**config.mk**
```make
export PLATFORM = sky130hd
export DESIGN_NAME = matrix_multiply_engine_unit
export DESIGN_NICKNAME = d
export VERILOG_FILES = /design/src/rtl/mme_pkg.sv /design/src/rtl/matrix_multiply_engine_unit.sv /design/src/rtl/mme_ram.sv /design/src/rtl/mme_mac.sv
export SDC_FILE = /design/constraint.sdc
export NUM_CORES = 2
export LEC_CHECK = 0
export BUFFER_PORTS_ARGS = -buffer_cell sky130_fd_sc_hd__buf_2
export CAP_MARGIN = 20
export CORE_MARGIN = 5
export CORE_UTILIZATION = 30
export DETAILED_ROUTE_END_ITERATION = 7
export GPL_TIMING_DRIVEN = 0
export HOLD_SLACK_MARGIN = 0.05
export SETUP_SLACK_MARGIN = 0.2
export SYNTH_ARGS = -nofsm -noshare
export SYNTH_HDL_FRONTEND = slang
export SYNTH_SLANG_ARGS = --single-unit
```
**constraint.sdc**
```tcl
create_clock -name clk -period 5.6 [get_ports clk]
set_input_delay 1.12 -clock clk [delete_from_list [all_inputs] [get_ports clk]]
set_output_delay 1.12 -clock clk [all_outputs]
set_load 0.05 [all_outputs]
```
**src/rtl/mme_pkg.sv**
```systemverilog
// ----------------------------------------------------------------------------
// mme_pkg: shared types and codes of the matrix multiply engine
// Request and result payloads, command codes, register indexes and the
// control bundle that goes from the sequencer to the multiply-accumulate unit.
// ----------------------------------------------------------------------------
package mme_pkg;

	localparam int PRODUCT_WIDTH = 36;

	localparam logic [1:0] CMD_LOAD_A = 2'd0;
	localparam logic [1:0] CMD_LOAD_B = 2'd1;
	localparam logic [1:0] CMD_QUERY  = 2'd2;

	localparam logic [1:0] REG_ROWS_A     = 2'd0;
	localparam logic [1:0] REG_INNER_SIZE = 2'd1;
	localparam logic [1:0] REG_COLS_B     = 2'd2;

	typedef struct packed {
		logic [1:0]         command;
		logic [2:0]         row;
		logic [2:0]         column;
		logic signed [15:0] value;
	} request_t;

	typedef struct packed {
		logic signed [PRODUCT_WIDTH-1:0] product;
		logic                            error;
	} result_t;

	typedef struct packed {
		logic clear;
		logic valid;
	} mac_ctrl_t;

endpackage

```
**src/rtl/matrix_multiply_engine_unit.sv**
```systemverilog
// ----------------------------------------------------------------------------
// matrix_multiply_engine_unit: general matrix multiply, one product element
// per query
// Two element stores (A and B) are loaded one request at a time; a query
// sums inner_size products of one row of A and one column of B.
// ----------------------------------------------------------------------------
// Usage:
//   Requests enter on start/request and are taken at an edge where start is
//   high and busy is low. Load A and load B write one Q8.8 element in the
//   cycle they are taken and give no result; busy stays low, so loads can
//   follow each other every cycle. Command 3 is dropped silently.
//   A query whose row or column lies outside the configured sizes returns
//   error with a zero product in the cycle after it is taken.
//   A valid query runs through the shared multiply-accumulate unit: one
//   store read per cycle over inner_size elements, then a drain through the
//   RAM read, product and accumulate registers, then the result with done.
//   Busy is high from acceptance until the done strobe, and no new request
//   is taken meanwhile; the inner-product loop through the one read port of
//   each store sets how long a query keeps it high.
//   Results appear on result for exactly one cycle, marked by done; the
//   receiver cannot hold them off, and none is kept afterwards.
//   The configuration channel (cfg_valid/cfg_ready/cfg_index/cfg_data) is
//   always ready; write it only while no query is in flight.
//   Reset sets all three sizes to 8 and idles the sequencer; the stores hold
//   nothing defined until loaded.
// ----------------------------------------------------------------------------
module matrix_multiply_engine_unit
	import mme_pkg::*;
#(
	parameter int MAX_DIM    = 8,
	parameter int ELEM_WIDTH = 16
) (
	input  logic       clk,
	input  logic       arst_n,
	input  logic       start,
	output logic       busy,
	input  request_t   request,
	output logic       done,
	output result_t    result,
	input  logic       cfg_valid,
	output logic       cfg_ready,
	input  logic [1:0] cfg_index,
	input  logic [3:0] cfg_data
);

	localparam int DEPTH = MAX_DIM * MAX_DIM;
	localparam int AW    = $clog2(DEPTH);
	localparam int CW    = $clog2(MAX_DIM + 1);

	localparam logic [1:0] ST_IDLE  = 2'd0;
	localparam logic [1:0] ST_ISSUE = 2'd1;
	localparam logic [1:0] ST_DRAIN = 2'd2;

	localparam logic [4:0] MAX_DIM5 = 5'(MAX_DIM);
	localparam logic [5:0] MAX_DIM6 = 6'(MAX_DIM);

	// clamp a size register into 1..MAX_DIM
	function automatic logic [CW-1:0] dim_clamp(input logic [3:0] r);
		logic [4:0] d;
		d = {1'b0, r};
		if (d == 5'd0) begin
			d = 5'd1;
		end else if (d > MAX_DIM5) begin
			d = MAX_DIM5;
		end
		return CW'(d);
	endfunction

	logic [3:0] rows_a_q, inner_size_q, cols_b_q;
	logic [CW-1:0] n_dim, m_dim, k_dim, m_last;

	logic [1:0]    state_q;
	logic [CW-1:0] cnt_q;
	logic [AW-1:0] a_addr_q, b_addr_q;
	logic          rd_vld_q;
	logic          done_q;
	result_t       result_q;

	logic accept, is_load, load_ok, query_err, query_ok, issuing, mac_pending;
	logic [AW-1:0] load_addr;
	logic signed [ELEM_WIDTH-1:0] elem, a_rd, b_rd;
	logic signed [PRODUCT_WIDTH-1:0] acc;
	mac_ctrl_t mac_ctrl;

	// ---------------------------------------------------------------- config
	assign cfg_ready = 1'b1;

	always_ff @(posedge clk or negedge arst_n) begin
		if (!arst_n) begin
			rows_a_q     <= 4'd8;
			inner_size_q <= 4'd8;
			cols_b_q     <= 4'd8;
		end else if (cfg_valid && cfg_ready) begin
			unique case (cfg_index)
				REG_ROWS_A:     rows_a_q     <= cfg_data;
				REG_INNER_SIZE: inner_size_q <= cfg_data;
				REG_COLS_B:     cols_b_q     <= cfg_data;
				default: ;
			endcase
		end
	end

	assign n_dim  = dim_clamp(rows_a_q);
	assign m_dim  = dim_clamp(inner_size_q);
	assign k_dim  = dim_clamp(cols_b_q);
	assign m_last = m_dim - CW'(1);

	// --------------------------------------------------------------- decode
	assign busy    = (state_q != ST_IDLE);
	assign accept  = start && !busy;
	assign is_load = (request.command == CMD_LOAD_A) || (request.command == CMD_LOAD_B);

	// loads only check against the physical store, not the configured sizes
	assign load_ok = ({3'b000, request.row} < MAX_DIM6) &&
			({3'b000, request.column} < MAX_DIM6);
	assign load_addr = AW'(request.row) * AW'(MAX_DIM) + AW'(request.column);
	assign elem      = ELEM_WIDTH'(request.value);

	assign query_err = ({2'b00, request.row} >= 5'(n_dim)) ||
			({2'b00, request.column} >= 5'(k_dim));
	assign query_ok  = accept && (request.command == CMD_QUERY) && !query_err;

	assign issuing = (state_q == ST_ISSUE);

	// --------------------------------------------------------------- stores
	mme_ram #(
		.WIDTH(ELEM_WIDTH),
		.DEPTH(DEPTH)
	) u_store_a (
		.clk  (clk),
		.we   (accept && is_load && load_ok && (request.command == CMD_LOAD_A)),
		.waddr(load_addr),
		.wdata(elem),
		.re   (issuing),
		.raddr(a_addr_q),
		.rdata(a_rd)
	);

	mme_ram #(
		.WIDTH(ELEM_WIDTH),
		.DEPTH(DEPTH)
	) u_store_b (
		.clk  (clk),
		.we   (accept && is_load && load_ok && (request.command == CMD_LOAD_B)),
		.waddr(load_addr),
		.wdata(elem),
		.re   (issuing),
		.raddr(b_addr_q),
		.rdata(b_rd)
	);

	// ------------------------------------------------------ multiply-accumulate
	assign mac_ctrl.clear = query_ok;
	assign mac_ctrl.valid = rd_vld_q;

	mme_mac #(
		.ELEM_WIDTH(ELEM_WIDTH)
	) u_mac (
		.clk    (clk),
		.arst_n (arst_n),
		.ctrl   (mac_ctrl),
		.a      (a_rd),
		.b      (b_rd),
		.pending(mac_pending),
		.acc    (acc)
	);

	// ------------------------------------------------------------ sequencer
	always_ff @(posedge clk or negedge arst_n) begin
		if (!arst_n) begin
			state_q  <= ST_IDLE;
			cnt_q    <= '0;
			rd_vld_q <= 1'b0;
			done_q   <= 1'b0;
		end else begin
			rd_vld_q <= issuing;
			done_q   <= 1'b0;
			unique case (state_q)
				ST_IDLE: begin
					if (query_ok) begin
						cnt_q   <= '0;
						state_q <= ST_ISSUE;
					end else if (accept && (request.command == CMD_QUERY)) begin
						// out-of-range query: answer at once with the error flag
						done_q <= 1'b1;
					end
				end
				ST_ISSUE: begin
					cnt_q <= cnt_q + CW'(1);
					if (cnt_q == m_last) begin
						state_q <= ST_DRAIN;
					end
				end
				ST_DRAIN: begin
					// wait for the last term to land in the accumulator
					if (!rd_vld_q && !mac_pending) begin
						done_q  <= 1'b1;
						state_q <= ST_IDLE;
					end
				end
				default: state_q <= ST_IDLE;
			endcase
		end
	end

	// address walkers: A advances along the row, B down the column
	always_ff @(posedge clk) begin
		if (query_ok) begin
			a_addr_q <= AW'(request.row) * AW'(MAX_DIM);
			b_addr_q <= AW'(request.column);
		end else if (issuing) begin
			a_addr_q <= a_addr_q + AW'(1);
			b_addr_q <= b_addr_q + AW'(MAX_DIM);
		end
	end

	always_ff @(posedge clk) begin
		if (state_q == ST_DRAIN) begin
			result_q.product <= acc;
			result_q.error   <= 1'b0;
		end else begin
			result_q.product <= '0;
			result_q.error   <= 1'b1;
		end
	end

	assign done   = done_q;
	assign result = result_q;

	// ----------------------------------------------------------- assertions
	a_good_done_after_drain: assert property (@(posedge clk) disable iff (!arst_n)
		done && !result.error |-> $past(state_q) == ST_DRAIN)
		else $error("good result without a drained accumulation");

	a_error_zero: assert property (@(posedge clk) disable iff (!arst_n)
		done && result.error |-> $past(state_q) == ST_IDLE && result.product == '0)
		else $error("error result with nonzero product or mid-query");

	a_issue_in_range: assert property (@(posedge clk) disable iff (!arst_n)
		state_q == ST_ISSUE |-> cnt_q < m_dim)
		else $error("issue counter ran past the inner size");

	a_mac_idle: assert property (@(posedge clk) disable iff (!arst_n)
		(rd_vld_q || mac_pending) |-> state_q == ST_DRAIN || state_q == ST_ISSUE)
		else $error("accumulation in flight while idle");

	a_no_accept_busy: assert property (@(posedge clk) disable iff (!arst_n)
		state_q == ST_ISSUE |=> state_q != ST_IDLE)
		else $error("sequencer left issue without draining");

endmodule

```
**src/rtl/mme_ram.sv**
```systemverilog
// ----------------------------------------------------------------------------
// mme_ram: generic simple dual-port RAM
// One write port and one read port, read data registered.
// ----------------------------------------------------------------------------
module mme_ram #(
	parameter int WIDTH = 16,
	parameter int DEPTH = 64
) (
	input  logic                     clk,
	input  logic                     we,
	input  logic [$clog2(DEPTH)-1:0] waddr,
	input  logic [WIDTH-1:0]         wdata,
	input  logic                     re,
	input  logic [$clog2(DEPTH)-1:0] raddr,
	output logic [WIDTH-1:0]         rdata
);

	logic [WIDTH-1:0] mem_q [DEPTH];

	always_ff @(posedge clk) begin
		if (we) begin
			mem_q[waddr] <= wdata;
		end
		if (re) begin
			rdata <= mem_q[raddr];
		end
	end

endmodule

```
**src/rtl/mme_mac.sv**
```systemverilog
// ----------------------------------------------------------------------------
// mme_mac: shared multiply-accumulate unit
// Registers one signed product per cycle, then adds it into a Q20.16
// accumulator that wraps at the product width.
// ----------------------------------------------------------------------------
module mme_mac
	import mme_pkg::*;
#(
	parameter int ELEM_WIDTH = 16
) (
	input  logic                            clk,
	input  logic                            arst_n,
	input  mac_ctrl_t                       ctrl,
	input  logic signed [ELEM_WIDTH-1:0]    a,
	input  logic signed [ELEM_WIDTH-1:0]    b,
	output logic                            pending,
	output logic signed [PRODUCT_WIDTH-1:0] acc
);

	logic signed [2*ELEM_WIDTH-1:0] prod_s1;
	logic                           vld_s1;

	always_ff @(posedge clk or negedge arst_n) begin
		if (!arst_n) begin
			vld_s1 <= 1'b0;
		end else begin
			vld_s1 <= ctrl.valid;
		end
	end

	always_ff @(posedge clk) begin
		prod_s1 <= a * b;
		if (ctrl.clear) begin
			acc <= '0;
		end else if (vld_s1) begin
			// sign-extend or wrap the term to the accumulator width
			acc <= acc + PRODUCT_WIDTH'(prod_s1);
		end
	end

	assign pending = vld_s1;

endmodule

```
==> results.py <==
metrics = {
    "status": {
        "status": "finished with violations",
        "violations": "setup timing",
    },
    "floorplan": {
        "start_util": 0.3013,
        "coreArea_sq_um": 314700,
        "rows": 206,
        "io_pins": 74,
        "die_area_sq_um": 327400,
        "die_y_um": 572.2,
        "die_x_um": 572.2,
    },
    "synth": {
        "synthDistinctLibCells": 71,
        "synth_ff_type": "edfxtp_1",
        "synthArstFlopShare": 0.009468,
        "yosysWarnings": 0,
        "synthesis.nets": 5176,
        "syn-cell-area_sq_um": 94810,
        "netlist_instances": 4752,
        "ys_ff_latch": 2218,
        "synth-edff-count": 2086,
        "synth-seq-area-share": 0.6897,
        "avgSynthCellArea_sq_um": 19.95,
    },
    "cts": {
        "cts_buffers": 224,
        "cts-root-buf": "clkbuf_16",
        "tritoncts": "done",
        "htree_num_levels": 4,
        "clock_latency_ns": 0.88,
        "clk_pin_slew_worst_paths_ns": 0.06,
        "clock_path_buffers": 4,
        "cts.sinks": 2218,
    },
    "route": {
        "routed_wl_um": 238600,
        "viasPerCell": 4.914,
        "drc": 0,
        "drtIter0Drc": 4576,
        "num_vias": 47090,
        "drt_pass1_iterations": 7,
        "post_drt_wl_per_cell_um": 24.90,
        "drt.antenna.violating_nets": 0,
    },
    "sta": {
        "setup_violations": 12,
        "setup_slack_ns": -0.3847,
        "clock_skew_ns": 0.03680,
        "rsz0062_at_grt": "true",
        "layout_min_cycle_time_ns": 5.985,
        "slew_violations": 0,
        "finalSetupTns_ns": -2.456,
        "max_freq_mhz": 167.1,
        "tightest_slew_ns": 1.185,
        "period_share": 1.069,
        "timing.hold.ws_ns": 0.2775,
        "slew_headroom": 0.2100,
        "hold_viol_final": 0,
    },
    "setup_path": {
        "timing.rr.end": "u_mac.prod_s1[31]$_DFF_P_",
        "r2r_cells": 22,
        "cp.required_ns": 6.34,
        "crit_arrival_ns": 6.73,
        "cp-start-kind": "flip-flop",
        "regToRegSetupSlack_ns": -0.38,
        "timing.rr.start": "u_store_b.rdata[9]$_DFFE_PP_",
        "crit_type": "reg2reg",
        "cp_max_fo": 10,
        "cp-end-kind": "flip-flop",
    },
    "grt": {
        "grt_remaining_overflow": 0,
        "grt_max_degree": 105,
        "antenna_found_initial": 20,
        "grt_pass1_wl_um": 345800,
        "grt_use_total": 0.1438,
        "first_global_vias": 48610,
    },
    "finish": {
        "final_common_cell": "edfxtp_1",
        "final_layout_size_suffix_gt1_frac": 0.2825,
        "area_growth_pct": 17.38,
        "multiInputGateArea_sq_um": 28260,
        "nets": 5660,
        "mostFrequentLayoutCells": "edfxtp_1 (2086), mux4_2 (672), inv_1 (292)",
        "fillers": 28830,
        "seq_area_sq_um": 65390,
        "post-route-util": 0.3536,
    },
    "flow_run": {
        "max_cap_viol_count": 0,
    },
    "placement": {
        "hpwl_um": 162700,
        "routabilityCongestion": 0.8708,
        "dp_slack_ns": -1.141,
        "port_buffers": 72,
    },
    "min_path": {
        "hp-class": "in2async",
    },
}
## what timing repair did
item                       CTS  global route
pin swaps                   42            12
setup endpoints to repair   20            18
resized for setup          106            48
hold buffers                 0             0
buffers inserted            58            10
## stage by stage
stage | std cells | instance area, sq um
final | 9583 | 111300
after CTS | 9558 | 110900
after global routing | 9581 | 111300
after floorplan | 4752 | 94950
after detailed placement | 9091 | 102900
after global placement | 8984 | 100500
## sequential cells by signal, indices dropped and copies added (netlist names)
signal	count
u_store_a.mem_q	1024
u_store_b.mem_q	1024
result	37
u_mac.acc	36
u_mac.prod_s1	32
u_store_a.rdata	16
u_store_b.rdata	16
a_addr_q	6
b_addr_q	6
cnt_q	4
cols_b_q	4
inner_size_q	4
rows_a_q	4
state_q	2
done	1
rd_vld_q	1
u_mac.pending	1
## layout make-up
cell class / instances / share of cell area
Sequential cell: 2218 / 0.5876
Multi-Input combinational cell: 2019 / 0.2539
Clock buffer: 282 / 0.05334
Tap cell: 4160 / 0.04677
Timing Repair Buffer: 258 / 0.02796
Clock inverter: 127 / 0.01125
Inverter: 305 / 0.01029
Buffer: 210 / 0.008758
Antenna cell: 4 / 0.00008994
## worst max-delay path by stage
stage | end | slack, ns | startpoint | cells past startpoint
CTS | u_mac.prod_s1[31]$_DFF_P_ | -0.34 | u_store_b.rdata[4]$_DFFE_PP_ | 25
floorplan | u_mac.prod_s1[31]$_DFF_P_ | 0.003 | u_store_a.rdata[12]$_DFFE_PP_ | 21
finish | u_mac.prod_s1[31]$_DFF_P_ | -0.38 | u_store_b.rdata[9]$_DFFE_PP_ | 22
detailed placement | u_mac.prod_s1[31]$_DFF_P_ | -1.14 | u_store_a.rdata[9]$_DFFE_PP_ | 18
global route | u_mac.prod_s1[30]$_DFF_P_ | -0.57 | u_store_a.rdata[11]$_DFFE_PP_ | 23
global placement | u_mac.prod_s1[31]$_DFF_P_ | -1.09 | u_store_a.rdata[13]$_DFFE_PP_ | 20
## Yosys cell counts, drive strengths merged (21+ instances only)
cell	n	area, sq um
dfxtp	111	2222
nand3	25	125.1
edfxtp	2086	62640
nor2	216	810.8
inv	305	1145
a21oi	55	275.3
buf	59	226.5
and2	170	1065
clkbuf	151	606.8
xnor2	53	464.2
mux2i	30	300.3
nand2	165	619.3
ha	127	1589
a21o	33	255.2
mux4	672	15130
o21ai	38	193.9
fa	263	5265
xor2	21	183.9
## logic make-up (layout without fill, tap and decap cells)
family	count (synthesis)	count (layout)	share of synthesized area
DFF	2218	2218	0.6897
muxes	714	714	0.1642
and+or+nand+nor	664	664	0.03371
buffers and inverters	515	1182	0.02086
adders and majority gates	390	390	0.07229
AOI/OAI and AO/OA	176	176	0.01230
xor gates and xnor gates	74	74	0.006836
other	1	5	0.00003955
## metal layers
layer / track usage / vias up / wire [um]
met1: 0.1915 / 25330 / 97440
met2: 0.2404 / 1674 / 117700
met5: 0 / - / 26
met3: 0.02502 / 404 / 15570
li1: - / 19670 / -
met4: 0.04528 / 4 / 7885
## critical path, cell delays in order (launching register included)
cell and delay (ns):
edfxtp_1 0.49, clkbuf_2 0.32, nand2_1 0.11, fa_1 0.49
inv_1 0.05, fa_1 0.50, fa_1 0.58, fa_1 0.43
fa_1 0.49, inv_1 0.05, fa_1 0.47, inv_1 0.06
ha_4 0.27, nand4_1 0.13, buf_4 0.18, o311ai_4 0.32
o211ai_1 0.12, buf_4 0.17, a31oi_4 0.20, nand4_1 0.11
nand4b_1 0.14, a21oi_2 0.07, xnor2_1 0.12
Power is not shown: default switching activity piles up to over one toggle a cycle in this logic, so the estimate is an artifact.
